**src/hdl/shpf_pkg.sv**
```systemverilog
`default_nettype none

package shpf_pkg;

  // Input operation codes.
  localparam logic OP_START = 1'b0;
  localparam logic OP_DATA  = 1'b1;

  // Frame sync bytes.
  localparam logic [7:0] SYNC_FIRST  = 8'hB5;
  localparam logic [7:0] SYNC_SECOND = 8'h62;

  // Command queue geometry (depth is a power of two, pointers wrap naturally).
  localparam int unsigned QDEPTH = 4;
  localparam int unsigned QPTR_W = $clog2(QDEPTH);
  localparam int unsigned QCNT_W = $clog2(QDEPTH + 1);

  typedef enum logic {
    CMD_START = 1'b0,
    CMD_DATA  = 1'b1
  } cmd_kind_e;

  // One command handed from the front end to the back end.
  // For a start, b0 is the class, b1 the id, len the payload length and
  // flag marks a zero-length packet. For a data byte, b0 is the byte and
  // flag marks the last payload byte of the packet.
  typedef struct packed {
    cmd_kind_e   kind;
    logic [7:0]  b0;
    logic [7:0]  b1;
    logic [15:0] len;
    logic        flag;
  } cmd_t;

endpackage

`default_nettype wire

```
**src/hdl/shpf_front.sv**
```systemverilog
`default_nettype none

module shpf_front (
  input  wire logic          clk_i,
  input  wire logic          rst_ni,
  input  wire logic          in_valid_i,
  output logic               in_ready_o,
  input  wire logic          op_i,
  input  wire logic [7:0]    msg_class_i,
  input  wire logic [7:0]    msg_id_i,
  input  wire logic [15:0]   payload_length_i,
  input  wire logic [7:0]    data_byte_i,
  input  wire logic          q_full_i,
  output logic               cmd_valid_o,
  output shpf_pkg::cmd_t     cmd_o
);
  import shpf_pkg::*;

  logic        open_q, open_d;
  logic [15:0] left_q, left_d;
  logic        accept;

  // Take a word whenever the queue has room; dropped bytes need no room but
  // keeping ready simple costs nothing at the sustained rate.
  assign in_ready_o = !q_full_i;
  assign accept     = in_valid_i && in_ready_o;

  // Classify the word and track the open packet.
  always_comb begin
    open_d      = open_q;
    left_d      = left_q;
    cmd_valid_o = 1'b0;
    cmd_o.kind  = CMD_START;
    cmd_o.b0    = msg_class_i;
    cmd_o.b1    = msg_id_i;
    cmd_o.len   = payload_length_i;
    cmd_o.flag  = (payload_length_i == 16'd0);
    if (accept) begin
      if (op_i == OP_START) begin
        cmd_valid_o = 1'b1;
        open_d      = (payload_length_i != 16'd0);
        left_d      = payload_length_i;
      end else if (open_q) begin
        cmd_valid_o = 1'b1;
        cmd_o.kind  = CMD_DATA;
        cmd_o.b0    = data_byte_i;
        cmd_o.flag  = (left_q == 16'd1);
        left_d      = left_q - 16'd1;
        open_d      = (left_q != 16'd1);
      end
    end
  end

  always_ff @(posedge clk_i or negedge rst_ni) begin
    if (!rst_ni) begin
      open_q <= 1'b0;
      left_q <= 16'd0;
    end else begin
      open_q <= open_d;
      left_q <= left_d;
    end
  end

endmodule

`default_nettype wire

```
**src/hdl/shpf_queue.sv**
```systemverilog
`default_nettype none

module shpf_queue (
  input  wire logic          clk_i,
  input  wire logic          rst_ni,
  input  wire logic          push_i,
  input  wire shpf_pkg::cmd_t cmd_i,
  output logic               full_o,
  output logic               head_valid_o,
  output shpf_pkg::cmd_t     head_o,
  input  wire logic          pop_i
);
  import shpf_pkg::*;

  cmd_t              entries_q [QDEPTH];
  logic [QPTR_W-1:0] wr_q, rd_q;
  logic [QCNT_W-1:0] cnt_q;

  assign full_o       = (cnt_q == QCNT_W'(QDEPTH));
  assign head_valid_o = (cnt_q != '0);
  assign head_o       = entries_q[rd_q];

  // Storage needs no reset.
  always_ff @(posedge clk_i) begin
    if (push_i) begin
      entries_q[wr_q] <= cmd_i;
    end
  end

  // Pointers and fill count.
  always_ff @(posedge clk_i or negedge rst_ni) begin
    if (!rst_ni) begin
      wr_q  <= '0;
      rd_q  <= '0;
      cnt_q <= '0;
    end else begin
      if (push_i) begin
        wr_q <= wr_q + 1'b1;
      end
      if (pop_i) begin
        rd_q <= rd_q + 1'b1;
      end
      if (push_i && !pop_i) begin
        cnt_q <= cnt_q + 1'b1;
      end else if (pop_i && !push_i) begin
        cnt_q <= cnt_q - 1'b1;
      end
    end
  end

endmodule

`default_nettype wire

```
**src/hdl/shpf_back.sv**
```systemverilog
`default_nettype none

module shpf_back (
  input  wire logic          clk_i,
  input  wire logic          rst_ni,
  input  wire logic          head_valid_i,
  input  wire shpf_pkg::cmd_t head_i,
  output logic               pop_o,
  output logic               out_valid_o,
  input  wire logic          out_ready_i,
  output logic [7:0]         out_byte_o,
  output logic               end_of_packet_o,
  output logic               last_of_run_o
);
  import shpf_pkg::*;

  logic [2:0] step_q, step_d;
  logic [7:0] sum_a_q, sum_a_d;
  logic [7:0] sum_b_q, sum_b_d;
  logic       summed;
  logic       fire;

  assign out_valid_o = head_valid_i;
  assign fire        = head_valid_i && out_ready_i;
  assign pop_o       = fire && last_of_run_o;

  // Select the byte for the current step of the head command.
  always_comb begin
    out_byte_o      = 8'h00;
    end_of_packet_o = 1'b0;
    last_of_run_o   = 1'b0;
    summed          = 1'b0;
    if (head_i.kind == CMD_START) begin
      case (step_q)
        3'd0: out_byte_o = SYNC_FIRST;
        3'd1: out_byte_o = SYNC_SECOND;
        3'd2: begin
          out_byte_o = head_i.b0;
          summed     = 1'b1;
        end
        3'd3: begin
          out_byte_o = head_i.b1;
          summed     = 1'b1;
        end
        3'd4: begin
          out_byte_o = head_i.len[7:0];
          summed     = 1'b1;
        end
        3'd5: begin
          out_byte_o    = head_i.len[15:8];
          summed        = 1'b1;
          last_of_run_o = !head_i.flag;
        end
        3'd6: out_byte_o = sum_a_q;
        3'd7: begin
          out_byte_o      = sum_b_q;
          end_of_packet_o = 1'b1;
          last_of_run_o   = 1'b1;
        end
        default: out_byte_o = 8'h00;
      endcase
    end else begin
      case (step_q)
        3'd0: begin
          out_byte_o    = head_i.b0;
          summed        = 1'b1;
          last_of_run_o = !head_i.flag;
        end
        3'd1: out_byte_o = sum_a_q;
        3'd2: begin
          out_byte_o      = sum_b_q;
          end_of_packet_o = 1'b1;
          last_of_run_o   = 1'b1;
        end
        default: out_byte_o = 8'h00;
      endcase
    end
  end

  // Step counter and running checksum, advanced on each delivered word.
  always_comb begin
    step_d  = step_q;
    sum_a_d = sum_a_q;
    sum_b_d = sum_b_q;
    if (fire) begin
      step_d = last_of_run_o ? 3'd0 : step_q + 3'd1;
      if (head_i.kind == CMD_START && step_q == 3'd0) begin
        sum_a_d = 8'h00;
        sum_b_d = 8'h00;
      end else if (summed) begin
        sum_a_d = sum_a_q + out_byte_o;
        sum_b_d = sum_b_q + sum_a_d;
      end else if (end_of_packet_o) begin
        sum_a_d = 8'h00;
        sum_b_d = 8'h00;
      end
    end
  end

  always_ff @(posedge clk_i or negedge rst_ni) begin
    if (!rst_ni) begin
      step_q  <= 3'd0;
      sum_a_q <= 8'h00;
      sum_b_q <= 8'h00;
    end else begin
      step_q  <= step_d;
      sum_a_q <= sum_a_d;
      sum_b_q <= sum_b_d;
    end
  end

endmodule

`default_nettype wire

```
**src/hdl/sync_header_packet_framer_unit.sv**
```systemverilog
`default_nettype none

// Channel  Direction  Handshake                  Payload
// in       input      in_valid_i / in_ready_o    op, msg_class, msg_id, payload_length, data_byte
// out      output     out_valid_o / out_ready_i  out_byte, end_of_packet, last_of_run
//
// The front end takes one input word per cycle while the four-entry command queue has room.
// The back end sends one byte per cycle from the queue head while out_ready_i is high:
// a start gives sync, class, id, length; a data byte gives itself; the checksum ends a packet.
// Payload bytes with no open packet are accepted and dropped without output.
// Reset clears the open packet, the queue and the checksum at once; no clearing pass.
// A stalled output fills the queue, and only then is the input held off.
module sync_header_packet_framer_unit (
  input  wire logic        clk_i,
  input  wire logic        rst_ni,
  input  wire logic        in_valid_i,
  output logic             in_ready_o,
  input  wire logic        op_i,
  input  wire logic [7:0]  msg_class_i,
  input  wire logic [7:0]  msg_id_i,
  input  wire logic [15:0] payload_length_i,
  input  wire logic [7:0]  data_byte_i,
  output logic             out_valid_o,
  input  wire logic        out_ready_i,
  output logic [7:0]       out_byte_o,
  output logic             end_of_packet_o,
  output logic             last_of_run_o
);
  import shpf_pkg::*;

  logic cmd_valid;
  cmd_t cmd;
  logic q_full;
  logic head_valid;
  cmd_t head;
  logic pop;

  // Front end: accept and classify input words.
  shpf_front u_front (
    .clk_i            (clk_i),
    .rst_ni           (rst_ni),
    .in_valid_i       (in_valid_i),
    .in_ready_o       (in_ready_o),
    .op_i             (op_i),
    .msg_class_i      (msg_class_i),
    .msg_id_i         (msg_id_i),
    .payload_length_i (payload_length_i),
    .data_byte_i      (data_byte_i),
    .q_full_i         (q_full),
    .cmd_valid_o      (cmd_valid),
    .cmd_o            (cmd)
  );

  // Command queue between the two halves.
  shpf_queue u_queue (
    .clk_i        (clk_i),
    .rst_ni       (rst_ni),
    .push_i       (cmd_valid),
    .cmd_i        (cmd),
    .full_o       (q_full),
    .head_valid_o (head_valid),
    .head_o       (head),
    .pop_i        (pop)
  );

  // Back end: expand commands into framed bytes.
  shpf_back u_back (
    .clk_i           (clk_i),
    .rst_ni          (rst_ni),
    .head_valid_i    (head_valid),
    .head_i          (head),
    .pop_o           (pop),
    .out_valid_o     (out_valid_o),
    .out_ready_i     (out_ready_i),
    .out_byte_o      (out_byte_o),
    .end_of_packet_o (end_of_packet_o),
    .last_of_run_o   (last_of_run_o)
  );

endmodule

`default_nettype wire
```
**config.mk**
```make
export PLATFORM = sky130hd
export DESIGN_NAME = sync_header_packet_framer_unit
export DESIGN_NICKNAME = d
export VERILOG_FILES = /design/src/hdl/shpf_pkg.sv /design/src/hdl/shpf_front.sv /design/src/hdl/shpf_queue.sv /design/src/hdl/shpf_back.sv /design/src/hdl/sync_header_packet_framer_unit.sv
export SDC_FILE = /design/constraint.sdc
export NUM_CORES = 1
export LEC_CHECK = 0
export ABC_AREA = 1
export BUFFER_PORTS_ARGS = -buffer_cell sky130_fd_sc_hd__clkbuf_2
export CORE_UTILIZATION = 40
export CTS_CLUSTER_DIAMETER = 100
export DETAILED_ROUTE_END_ITERATION = 12
export SLEW_MARGIN = 20
export SYNTH_ARGS = -nofsm -noshare
export SYNTH_HDL_FRONTEND = slang
export SYNTH_SLANG_ARGS = --single-unit
```
**constraint.sdc**
```tcl
create_clock -name clk_i -period 5.4 [get_ports clk_i]
set_clock_uncertainty 0.15 [all_clocks]
set_input_delay 1.35 -clock clk_i [delete_from_list [all_inputs] [get_ports clk_i]]
set_output_delay 1.35 -clock clk_i [all_outputs]
set_load 0.01 [all_outputs]
```
==> summary.md <==
| Metric | Value |
|---|---|
| Status | `complete, no violations` |
| Detailed Route WL | `roughly 21 mm` |
| Fmax | `around 220 MHz` |
| Main synth FF type | `edfxtp_1` |
| Critical path's largest stage delay | `0.57 ns` |
| Drc violations | `0` |
| Worst slew pin tran | `0.753 ns` |
| Tot Pwr | `approximately 6.3 mW` |
| RSZ-0062 raised after global routing | `false` |
| Max-slew headroom | `0.498` |
| Starting Density | `0.414` |
| DIE WIDTH | `approximately 150 µm` |
| Hold path start | `u_front.left_q[6]` |
| Leading post-synthesis cells by cell area | `edfxtp_1 (46%), dfrtp_1 (12%), nand2_1 (6.4%), o21ai_0 (4.3%), inv_1 (4.1%)` |
| Number of global-route vias before repair | `~6300` |
| Worst hold-check path type | `reg -> reg` |
| Fraction of the mapped netlist area in compound gates | `0.135` |
| H-tree level count | `4` |
| Crit end category | `flip-flop` |
| Min-Delay Endpoint | `u_front.left_q[6]` |
| First-pass GRT wire length | `roughly 34 mm` |
| CP dominant cell by count | `nand2_1` |
| Cell variety after synth | `46` |
| Core area | `~21000 µm²` |
| Largest family of logic cells by synthesized area | `simple AND/OR/NAND/NOR gates` |
| Remaining antenna violation count after routing | `0` |
| Hold_buf cts | `0` |
| Worst-case reg-to-reg path depth | `25` |
| Clock Tree Root | `clkbuf_16` |
| Port Buf Inserts | `56` |
| N_diodes | `0` |
| Routed WL per cell | `roughly 18 µm` |
| Maxcap violations | `0` |
| Setup violators final | `0` |
| Fill count | `1959` |
| Clk slew on worst S/H paths | `around 0.070 ns` |
| Hold path cells | `1` |
| Setup Buffers After CTS | `0` |
| Min cycle time layout | `4.63 ns` |
| Total gr overflow | `0` |
| DP HPWL | `14.5 mm` |
| Die area | `22600 µm²` |
| Post-synthesis simple-gate area fraction | `0.147` |
| Die height | `150 µm` |
| Vias per inst | `5.31` |
| Area after DPL | `9360 µm²` |
| I/O pin total | `57` |
| Post-synth top area share | `0.464` |
| Final Util | `0.469` |
| Pwr/cell area | `636 nW/µm²` |
| Vias | `roughly 6400` |
| Final nets | `994` |
| Worst IR Drop VDD | `0.237 mV` |
| GRT Total Usage | `0.200` |
| Register area | `5160 µm²` |
| Cell accounting for the most synthesized area | `edfxtp_1` |
| Row cnt | `53` |
| Layout cell share with drive strength beyond 1 | `0.136` |
| CTS tree | `built` |
| Area of the multi-input gates | `3080 µm²` |
| Leak | `4.07 nW` |
| Starting DRT DRC Count | `461` |
| Slowest-stage cell, CP | `buf_4` |
| Reg-to-reg startpoint | `u_queue.rd_q[0]` |
| Clk buf depth | `2` |
| Synthesized cell area | `8810 µm²` |
| Number of synthesis warnings | `0` |
| Reg2reg end | `u_back.sum_b_q[7]` |
| CP Class | `reg -> reg` |
| Post-synth ARST share | `0.240` |
| Tcrit/Tclk final | `0.858` |
| Post-synthesis xor/xnor area fraction | `0.0189` |
| Later-pin clock latency in the skew report | `0.43 ns` |
| Initial antenna violation count | `0` |
| Req. time, crit path | `5.57 ns` |
| Final slew viol count | `0` |
| Pin count of the biggest net entering global routing | `75` |
| Syn nets | `between 900 and 1000` |
| Total clock sinks | `179` |
| Adder-Cell Fraction of Synth Area | `0.0452` |
| # resized after CTS | `0` |
| Crit start category | `flip-flop` |
| EDFF count, synth | `roughly 140` |
| Synthesized area per cell | `10.1 µm²` |
| Synthesized instance count | `868` |
| TNS Setup | `0 ns` |
| Yosys reg bits | `179` |
| Reg2Reg Setup Slack | `0.77 ns` |
| Cell area after layout | `between 9000 and 10000 µm²` |
| Hold Vio Cnt, Final | `0` |
| 1st-pass router iterations | `5` |
| Register area share after synthesis | `0.586` |
| Mux contribution to synthesized area | `0.00114` |
| Gpl congestion | `0.836` |
| Area Overhead vs Synth | `13.3%` |
| Worst Path Max Fanout | `74` |
| Hold WS | `0.379 ns` |
| CTS buffer count | `17` |
| Crit path DAT | `~4.8 ns` |
[power by group]
| group | switching (mW) | internal [mW] | total [mW] | leakage (nW) |
|---|---|---|---|---|
| combinational | 2.01 | 1.05 | 3.06 | 1.99 |
| sequential | 0.162 | 1.84 | 2.00 | 1.78 |
| clock | 0.582 | 0.705 | 1.29 | 0.296 |
[critical path, delay by kind of cell, from the launching register on]
| family | cells | cell delay [ns] |
|---|---|---|
| and+or+nand+nor | 12 | 1.22 |
| adders and majority gates | 3 | 0.94 |
| AOI/OAI and AO/OA | 5 | 0.85 |
| buffers and inverters | 4 | 0.73 |
| DFF | 1 | 0.37 |
| xor gates and xnor gates | 1 | 0.19 |
[synth_stat cells (5+ instances only)]
| cell type | instances |
|---|---|
| buf_2 | 16 |
| o22ai_1 | 34 |
| nand2_1 | 150 |
| nor4_1 | 7 |
| xor2_1 | 14 |
| ha_1 | 27 |
| xnor2_1 | 5 |
| nand4_1 | 6 |
| a21oi_1 | 44 |
| nand3_1 | 50 |
| o21ai_0 | 76 |
| dfrtp_1 | 43 |
| a221oi_1 | 10 |
| inv_2 | 7 |
| nor3_1 | 7 |
| inv_1 | 96 |
| nor2_1 | 71 |
| edfxtp_1 | 136 |
| clkbuf_1 | 11 |
| buf_6 | 6 |
[state kept, by name, summed over array words and instances, names as in the netlist]
| name | cells |
|---|---|
| u_front.open_q | 1 |
| u_queue.entries_q | 136 |
| u_back.step_q | 3 |
| u_queue.wr_q | 2 |
| u_back.sum_b_q | 8 |
| u_front.left_q | 16 |
| u_back.sum_a_q | 8 |
| u_queue.rd_q | 2 |
| u_queue.cnt_q | 3 |
[kinds of logic (layout without fill, tap and decap cells)]
family,count (synthesis),after routing
mux,1,1
simple gates,304,304
flops,179,179
fa+ha+maj,30,30
compound gates,196,196
buf+inv,139,203
xor+xnor,19,19
[layout make-up]
type                            count  area share
Clock inverter                     15      0.0197
Clock buffer                       17      0.0426
Inverter                          104      0.0394
Multi-Input combinational cell    550       0.309
Timing Repair Buffer               67      0.0376
Tap cell                          275      0.0345
Sequential cell                   179       0.517
[metrics by stage]
stage          setup slack (ns)  cells
2_1_floorplan              1.28    868
3_3_place_gp              0.957   1175
3_5_place_dp              0.843   1175
4_1_cts                   0.820   1207
5_1_grt                   0.393   1207
6_report                  0.765   1207
[per-layer routing]
layer  vias to the layer above  GRT usage  part of all wire
met5                         -          0                 0
met4                         0     0.0657             0.016
met3                        23     0.0364             0.051
met2                       185      0.329              0.49
met1                      3065      0.267              0.45
li1                       3137          -                 -
[cells in the final DEF, fill, tap and decap left out, types with 3 or more instances in the layout]
cell type and n:
clkinv_8 3, dfrtp_1 42, o211ai_1 3, inv_8 3, a221oi_1 10, o221ai_1 4
ha_1 27, xor2_1 14, a21oi_1 43, nor3_1 7, a211oi_1 4, inv_1 96
o22ai_1 34, buf_4 10, inv_2 7, nand4_1 6, clkbuf_16 17, fa_1 3
nand2_1 150, clkbuf_2 56, nor2_4 4, xnor2_1 5, nor2_1 67, nand2_2 4
edfxtp_1 136, nor2_2 3, nor4_1 7, o21ai_0 76, a32o_1 4, nand3_1 50
[how the worst max path moves through the flow]
stage                           startpoint           endpoint  slack, ns  cells after the start
after global placement     u_queue.rd_q[0]  u_back.sum_b_q[7]       0.96                     25
after detailed placement   u_queue.rd_q[0]  u_back.sum_b_q[7]       0.84                     25
after global routing       u_queue.rd_q[0]  u_back.sum_b_q[7]       0.39                     26
final                      u_queue.rd_q[0]  u_back.sum_b_q[7]       0.77                     25
after CTS                  u_queue.rd_q[0]  u_back.sum_b_q[7]       0.82                     25
after floorplan           u_back.step_q[0]  u_back.sum_b_q[7]       1.28                     27
(Power assumes the default switching activity.)
